## src/vtdt_pkg.sv

```systemverilog
// shared constants and result layout for the vertex triple dedup table
package vtdt_pkg;

  localparam int VIDX_W = 10;
  localparam int VCNT_W = 11;
  localparam int OUT_W  = 24;

  localparam logic FUNC_ADD   = 1'b0;
  localparam logic FUNC_CLEAR = 1'b1;

  // result fields, last field in the lowest bits
  typedef struct packed {
    logic [VCNT_W-1:0] vertex_count;
    logic              table_full;
    logic              new_vertex;
    logic [VIDX_W-1:0] vertex_index;
  } out_item_t;

endpackage

```

## src/vtdt_cell.sv

```systemverilog
// one table entry: holds a triple, compares it against the query
module vtdt_cell #(
  parameter int QW  = 48,
  parameter int CW  = 11,
  parameter int POS = 0
) (
  input  logic          clk,
  input  logic          append,
  input  logic [CW-1:0] count,
  input  logic [QW-1:0] query,
  output logic          hit
);
  import vtdt_pkg::*;

  logic [QW-1:0] entry;
  logic          occupied;

  assign occupied = count > CW'(POS);

  // the tail entry takes the query on append
  always_ff @(posedge clk) begin
    if (append && count == CW'(POS)) begin
      entry <= query;
    end
  end

  always_ff @(posedge clk) begin
    hit <= occupied && (entry == query);
  end

endmodule

```

## config.mk

```make
export PLATFORM = sky130hd
export DESIGN_NAME = vtdt_cell
export DESIGN_NICKNAME = d
export VERILOG_FILES = /design/src/vtdt_pkg.sv /design/src/vtdt_cell.sv
export SDC_FILE = /design/constraint.sdc
export NUM_CORES = 1
export LEC_CHECK = 0
export ABC_AREA = 1
export ABC_CLOCK_PERIOD_IN_PS = 5020
export BUFFER_PORTS_ARGS = -buffer_cell sky130_fd_sc_hd__buf_2
export CORE_MARGIN = 1.5
export CORE_UTILIZATION = 47
export DETAILED_ROUTE_END_ITERATION = 8
export PLACE_DENSITY_LB_ADDON = 0.25
export SETUP_SLACK_MARGIN = 0.15
export SLEW_MARGIN = 10
export SYNTH_ARGS = -nofsm -noshare
export SYNTH_HDL_FRONTEND = slang
export SYNTH_SLANG_ARGS = --single-unit
```

## constraint.sdc

```tcl
create_clock -name clk -period 5.02 [get_ports clk]
set_clock_uncertainty 0.05 [all_clocks]
set_input_delay 0.753 -clock clk [delete_from_list [all_inputs] [get_ports clk]]
set_output_delay 0.753 -clock clk [all_outputs]
set_load 0.02 [all_outputs]
```

==> results_dict.tcl <==
set metrics [dict create \
    grt_first_pass_wirelength_um 6360 \
    cts_hold_buf 0 \
    avgSynthCellArea_sq_um 9.26 \
    cts_root_buf "clkbuf_8" \
    antennaDiodeCount 0 \
    required_ns 4.92 \
    slew_violations 0 \
    fmax_mhz 409 \
    gp_congestion 0.699 \
    ys_seq_elements 49 \
    cts.sinks 49 \
    r2r-end "hit$_DFF_P_" \
    dieWidth_um 73.7 \
    drc 0 \
    design_area_sq_um 2840 \
    placed_area_sq_um 2760 \
    hpwl_um 3030 \
    hold_class "input pin to flip-flop" \
    crit_chain "buf_2 > nor2_1 > nand3_1 > nor3b_4 > buf_4" \
    synth_fp_nets 315 \
    antenna_found_initial 0 \
    overflow 0 \
    busiest_layer "met2" \
    synthesis.area_sq_um 2350 \
    path_max_fanout 35 \
    clk_path_buf_depth 2 \
    dr.pass1.iters 4 \
    cts_tree "done" \
    wire_per_inst_um 9.80 \
    crit_family "simple AND/OR/NAND/NOR gates" \
    peakVddDrop_mv 0.166 \
    yosys-top-cells-area "edfxtp_1 61%, nand2_1 15%, inv_1 7.8%, nor2_1 5.4%, xnor2_1 5.2%" \
    status "completed" \
    grt_pass1_vias 1561 \
    vias 1689 \
    post_cts.repair.setup_buffers 0 \
    netlist.area_leader.share_pct 61.3 \
    die_h_um 73.7 \
    hold_violations 0 \
    maxCapViolCount 0 \
    first_iter_violations 104 \
    setup_viol 0 \
    tightest_slew_ns 0.690 \
    grt_max_degree 36 \
    fin_util_pct 59.3 \
    cts-buffers-inserted 5 \
    use_met1_pct 19.1 \
    die_area_sq_um 5440 \
    slowest_stage "nor3b_4" \
    worst-path-buf-inv 2 \
    holdPathEnd "entry[27]$_DFFE_PP_" \
    routed_via_density 4.32 \
    regToRegStartpoint "entry[6]$_DFFE_PP_" \
    syn_inst 254 \
    totalWireLength_um 3830 \
    synth_seq_area_share_pct 62.2 \
    fin_crit_sh_pct 48.7 \
    power.density_nw_per_um2 254 \
    gr-usage-all-layers_pct 15.9 \
    met2_usage_pct 26.4 \
    ant_nets 0 \
    rsz0062_at_grt "false" \
    ctsHtreeMaxLevel 2 \
    cpPeakStageDelay_ns 0.61 \
    end_kind "flip-flop" \
    nFillCells 452 \
    r2r.worst_path.cells 7 \
    cp.arrival_ns 2.35 \
    worst_hold_slack_ns 0.605 \
    ys_warn_count 0 \
    hold_depth 1 \
    tns_ns 0 \
    globalRouteMet3Util_pct 4.66 \
    path_class "input pin to flip-flop" \
    clkLatencyLatePin_ns 0.30 \
    cts_resized 0 \
    syn2layout_area_growth_pct 20.8 \
    critPathLaunchType "input pin" \
    r2r_slack_ns 3.90 \
    drive_gt1_share_pct 21.6 \
    initial_core_util_pct 49.1 \
    core_area_sq_um 4790 \
    min_from "query[27]" \
    io_buffers 61 \
    row_count 25 \
    clk_pin_slew_ns 0.08 \
    yosysTopAreaCell "edfxtp_1" \
    io_pins 62 \
    synth_cell_types 11 \
    final_nets 384 \
    slew_headroom_pct 54.0 \
    fin_crit_ns 2.45 \
    leakagePower_nw 1.37 \
]
## sequential cells by signal (all words and copies together), names as in the netlist
signal	count
hit	1
entry	48
## kinds of logic after synthesis
logic type | count (synthesis) | synth area share, %
DFF | 49 | 62.2
and+or+nand+nor | 134 | 21.8
buffers and inverters | 49 | 7.82
xor gates and xnor gates | 22 | 8.20
## final cells by class
type,instances,area (sq um),share of cell area [%]
Clock buffer,5,68.8,2.42
Multi-Input combinational cell,156,717,25.2
Tap cell,67,83.8,2.95
Sequential cell,49,1460,51.5
Clock inverter,3,12.5,0.441
Inverter,49,184,6.48
Timing Repair Buffer,62,313,11.0
## routing by layer
layer | vias up | share of wire (%)
met4 | 0 | 1.8
met1 | 735 | 45
met2 | 43 | 49
met3 | 5 | 4.9
li1 | 906 | -
met5 | - | 0
## how the worst max path moves through the flow
stage,slack (ns),to,cells after the start,start
5_1_grt,2.44,entry[33]$_DFFE_PP_,5,count[0]
4_1_cts,2.54,entry[37]$_DFFE_PP_,5,count[5]
6_report,2.57,entry[23]$_DFFE_PP_,5,count[5]
3_3_place_gp,2.28,entry[47]$_DFFE_PP_,5,count[0]
3_5_place_dp,2.22,entry[22]$_DFFE_PP_,5,count[5]
2_1_floorplan,1.57,entry[0]$_DFFE_PP_,3,count[0]
## synth_stat cells (all sizes together)
| master | instances |
|---|---|
| xnor2 | 14 |
| nand2 | 95 |
| edfxtp | 48 |
| dfxtp | 1 |
| nor3b | 1 |
| xor2 | 8 |
| inv | 49 |
| nand3 | 2 |
| nor2 | 35 |
| nor3 | 1 |
## cells in the final DEF, fill, tap and decap left out
cell,n
nand2_1,95
xor2_1,8
clkbuf_8,5
nand3_1,2
edfxtp_1,48
buf_2,61
clkinv_1,2
dfxtp_1,1
xnor2_1,14
nor2_1,34
clkinv_2,1
nor2_2,1
nor3_1,1
nor3b_4,1
buf_4,1
inv_1,49
## metrics by stage
stage          total power, mW  setup slack [ns]  instances
2_1_floorplan            0.481              1.57        254
3_3_place_gp             0.515              2.28        383
3_5_place_dp             0.517              2.22        383
4_1_cts                  0.733              2.54        391
5_1_grt                  0.755              2.44        391
6_report                 0.720              2.57        391
## report_power, final
group          internal, mW  switching (mW)
Sequential            0.448       0.0000572
Clock                0.0939           0.120
Combinational        0.0298          0.0290
Total                 0.572           0.149
(Power assumes the default switching activity.)
