[src/vtdt_pkg.sv]
// shared constants and result layout for the vertex triple dedup table
package vtdt_pkg;

  localparam int VIDX_W = 10;
  localparam int VCNT_W = 11;
  localparam int OUT_W  = 24;

  localparam logic FUNC_ADD   = 1'b0;
  localparam logic FUNC_CLEAR = 1'b1;

  // result fields, last field in the lowest bits
  typedef struct packed {
    logic [VCNT_W-1:0] vertex_count;
    logic              table_full;
    logic              new_vertex;
    logic [VIDX_W-1:0] vertex_index;
  } out_item_t;

endpackage

[src/vtdt_tree.sv]
// registered priority tree: lowest set hit bit and its index
module vtdt_tree #(
  parameter int N  = 1024,
  parameter int IW = 10
) (
  input  logic          clk,
  input  logic [N-1:0]  hit,
  output logic          found,
  output logic [IW-1:0] idx
);
  import vtdt_pkg::*;

  localparam int P = 1 << IW;

  logic          node_found [1:2*P-1];
  logic [IW-1:0] node_idx   [1:2*P-1];

  for (genvar i = 0; i < P; i++) begin : g_leaf
    if (i < N) begin : g_used
      assign node_found[P+i] = hit[i];
    end else begin : g_pad
      assign node_found[P+i] = 1'b0;
    end
    assign node_idx[P+i] = IW'(i);
  end

  // left child wins, so the lowest index comes out on top
  for (genvar j = 1; j < P; j++) begin : g_node
    always_ff @(posedge clk) begin
      node_found[j] <= node_found[2*j] | node_found[2*j+1];
      node_idx[j]   <= node_found[2*j] ? node_idx[2*j] : node_idx[2*j+1];
    end
  end

  assign found = node_found[1];
  assign idx   = node_idx[1];

endmodule

[config.mk]
export PLATFORM = sky130hd
export DESIGN_NAME = vtdt_tree
export DESIGN_NICKNAME = d
export VERILOG_FILES = /design/src/vtdt_pkg.sv /design/src/vtdt_tree.sv
export SDC_FILE = /design/constraint.sdc
export NUM_CORES = 2
export LEC_CHECK = 0
export ABC_CLOCK_PERIOD_IN_PS = 2000
export BUFFER_PORTS_ARGS = -buffer_cell sky130_fd_sc_hd__buf_2
export CORE_UTILIZATION = 53
export DETAILED_ROUTE_END_ITERATION = 8
export PLACE_DENSITY = 0.74
export SYNTH_ARGS = -nofsm -noshare
export SYNTH_HDL_FRONTEND = slang
export SYNTH_SLANG_ARGS = --single-unit
[constraint.sdc]
create_clock -name clk -period 2 [get_ports clk]
set_clock_uncertainty 0.1 [all_clocks]
set_input_delay 0.1 -clock clk [delete_from_list [all_inputs] [get_ports clk]]
set_output_delay 0.1 -clock clk [all_outputs]
set_load 0.1 [all_outputs]
==> results of run 1 <==
## per-stage QoR
stage                     cells  cell area [um^2]
after floorplan            6159             83600
after global placement     9211             90900
after detailed placement   9211             90900
## Yosys cell counts
library cell	instances	area [um^2]
dfxtp_1	3059	61200
buf_6	30	338
or2_2	1022	6390
mux2_4	78	1170
buf_4	11	82.6
or2_1	1	6.26
inv_1	1023	3840
mux2_2	935	10500
## kinds of logic after synthesis
kind of cell	after synthesis
flops	3059
buf+inv	1064
simple gates	1023
mux	1013
==> summary.md, run 1 <==
| Metric | Value |
|---|---|
| Exit stage | `clock tree synthesis` |
| Cell Rows | `145` |
| Synthesized instance count | `6159` |
| Avg Inst Size Synth | `13.6 um^2` |
| H-tree Lvls | `5` |
| Clock Tree Root | `clkbuf_16` |
| Hpwl dp | `122000 um` |
| Post-synth net total | `7184` |
| Sequential area share after synthesis | `73.3%` |
| Number of synthesized register bits | `3059` |
| Largest family of logic cells by synthesized area | `multiplexers` |
| Deepest clock path buffer count | `4` |
| Outcome | `aborted with a tool error` |
| DIE HEIGHT | `399 um` |
| Clk sinks | `3059` |
| Die width | `399 um` |
| Simple-gate share of the synthesized area | `7.66%` |
| XOR/XNOR Fraction of Synth Area | `0%` |
| Setup bufs post-CTS | `0` |
| Mux contribution to synthesized area | `14.0%` |
| Synth Warn # | `0` |
| Initial core utilization | `53.5%` |
| Routability cong. | `0.943` |
| CTS Buf Count | `297` |
| Synth unique cells | `8` |
| Io pins | `1036` |
| Compound-Gate Fraction of Synth Area | `0%` |
| Log Error | `[ERROR RSZ-0060] Max buffer count reached.` |
| Post-cts resize count | `0` |
| Pre-CTS setup slack | `735 ps` |
| Buffers on Ports | `1035` |
| Synth Area in Adders | `0%` |
| Hold_buf cts | `1944` |
| Syn Std Cell Area | `83600 um^2` |
==> run 2, diff against run 1 <==
- CORE_UTILIZATION: 53 -> 38
- PLACE_DENSITY: 0.74 -> not set
- PLACE_DENSITY_LB_ADDON: not set -> 0.15
==> run 2 against run 1 <==
The flow now finishes without violations. Area after synthesis did not move. Synthesized cell count did not move.
==> summary.md, run 2 <==
| Metric | Value |
|---|---|
| DIE HEIGHT | `471 um (+18%)` |
| Core ar. | `218000 um^2` |
| Slowest CP cell | `buf_2` |
| Most common cell after layout, fill and taps aside | `dfxtp_1` |
| Reg-to-reg slack, setup | `710 ps` |
| Routed WL | `233000 um` |
| Setup TNS | `0 ps` |
| Most common cell in the netlist | `dfxtp_1` |
| RSZ-0062 raised after global routing | `false` |
| Vias per inst | `4.25` |
| Commonest non-fill, non-tap cells in the layout | `3059 x dfxtp_1, 2067 x dlygate4sd3_1, 1034 x buf_2` |
| Clk sinks | `3059 (unchanged)` |
| Gr usage total | `21.0%` |
| Vias in the first global route | `60376` |
| Worst-margin pin slew | `695 ps` |
| Leakage | `57.6 nW` |
| Number of antenna violations at the first check in global routing | `119` |
| CP arrival | `1700 ps` |
| Grt ovf | `0` |
| Io pins | `1036 (unchanged)` |
| Worst path bufs/invs | `1` |
| Synth Warn # | `0 (unchanged)` |
| Cell Rows | `171 (+18%)` |
| Max FO, Critical Path | `1` |
| CTS tree | `built` |
| Number of synthesized register bits | `3059 (unchanged)` |
| Post-synth net total | `7184 (unchanged)` |
| Max FFs per register | `2026` |
| Share of post-route cells with drive strength above 1 | `36.3%` |
| Post-synth EDFFs | `0 (unchanged)` |
| Routability cong. | `0.841 (-11%)` |
| Synth unique cells | `8 (unchanged)` |
| Max Clock Freq | `525 MHz` |
| Asr flop ratio synth | `0% (unchanged)` |
| Cell family with most CP delay | `buffers and inverters` |
| Clock latency on the worst-skew pair | `920 ps` |
| Critical Path Source Type | `flop` |
| Setup bufs post-CTS | `0 (unchanged)` |
| Via count | `53888` |
| Iteration-0 DRC Markers | `2246` |
| Avg Inst Size Synth | `13.6 um^2 (unchanged)` |
| Max_slew headroom | `53.5%` |
| Total power | `132 mW` |
| Final setup viols | `0` |
| Clock Tree Root | `clkbuf_16` |
| CTS Buf Count | `319 (+7.4%)` |
| Most frequent cells after synthesis | `3059 x dfxtp_1, 1023 x inv_1, 1022 x or2_2` |
| Die width | `471 um (+18%)` |
| DRC violation count after routing | `0` |
| Maximum vdd drop | `766 uV` |
| Final nets | `10566` |
| Hpwl dp | `130000 um (+6.6%)` |
| Biggest register | `node_idx` |
| Main synth FF type | `dfxtp_1` |
| Deepest clock path buffer count | `4 (unchanged)` |
| PwrDens | `1070 nW/um^2` |
| WL/cell | `18.4 um` |
| Syn Std Cell Area | `83600 um^2 (unchanged)` |
| CP max stage delay | `470 ps` |
| First-pass GRT wire length | `353000 um` |
| Outcome | `finished clean` |
| Largest net degree at the start of global routing | `17` |
| Cell taking the most area after synthesis | `dfxtp_1` |
| Hold_ws | `28.2 ps` |
| Clock slew at reported path FFs | `60 ps` |
| Max Slew Vio Count | `0` |
| Sequential area share after synthesis | `73.3% (unchanged)` |
| Tmin final | `1900 ps` |
| Most area-consuming cells after synthesis | `dfxtp_1 73%, mux2_2 13%, or2_2 7.6%` |
| Number of routed nets with antenna violations | `0` |
| WS Path Type | `flop to output port` |
| Synthesized instance count | `6159 (unchanged)` |
| Crit share post-route | `95.2%` |
| Die Area | `222000 um^2` |
| Cells along the critical path | `buf_2` |
| Crit end category | `output port` |
| Initial core utilization | `38.4% (-15 points)` |
| Buffers on Ports | `1035 (unchanged)` |
| Yosys top cell area share | `73.3% (unchanged)` |
| HP Class | `input port to flop` |
| Area grow syn2layout | `47.5%` |
| Router iterations before antenna repair | `8` |
| Number of max-cap violations | `0` |
| Final Hold Fails | `0` |
| CP required | `1800 ps` |
| H-tree Lvls | `5 (unchanged)` |
## run 2: cell counts after synthesis
Identical to the previous run, type by type.
## run 2: what timing repair did
item / 4_1_cts / 5_1_grt
setup endpoints to repair: 1 / 0
gates resized for setup: 1 / 0
hold endpoints to repair: 1024 / 0
hold buffers: 2067 / 0
## run 2: worst paths after layout
kind,from,to,cells after the start
setup / recovery,idx[6],idx[6],1
hold / removal,hit[162],node_found[1454],3
setup reg to reg,node_found[2045],found,1
hold reg to reg,node_found[1514],node_found[1781],1
## run 2: where the power goes
part | leakage (nW) | internal (mW) | total [mW] | switching (mW)
logic | 27.0 | 4.95 | 7.50 | 2.55
registers | 25.4 | 63.8 | 65.0 | 1.13
clock network | 5.18 | 36.2 | 59.2 | 23.0
## run 2: final cells by class
cell class	count	area (um^2)
Inverter	1023	3840
Timing Repair Buffer	3102	25900
Multi-Input combinational cell	2036	18100
Sequential cell	3059	61200
Clock inverter	95	1420
Antenna cell	64	160
Fill cell	16836	94500
Tap cell	2854	3570
Clock buffer	445	9140
## run 2: cell families (layout without fill, tap and decap cells)
logic type | count (synthesis) | after routing | synth area share, %
mux | 1013 | 1013 | 14.0
buf+inv | 1064 | 4665 | 5.10
simple gates | 1023 | 1023 | 7.66
flops | 3059 | 3059 | 73.3
other cells | 0 | 64 | 0
## run 2: routing by layer
layer / vias up / GRT usage [%] / routed length, um
met5: - / 1.17 / 525
li1: 25654 / - / -
met3: 1059 / 6.82 / 14100
met4: 54 / 13.0 / 14400
met2: 2072 / 35.0 / 112000
met1: 25049 / 23.0 / 92000
## run 2: per-stage QoR
stage | setup WS, ps | std cells | utilization [%] | cell area, um^2
2_1_floorplan | 891 | 6159 | - | 83600
3_3_place_gp | 634 | 10007 | 42.2 | 91900
6_report | 96.6 | 12678 | 56.6 | 123000
3_5_place_dp | 613 | 10007 | 42.2 | 91900
4_1_cts | 12.7 | 12614 | 56.6 | 123000
5_1_grt | 9.33 | 12654 | 56.6 | 123000
(Power assumes the default switching activity.)
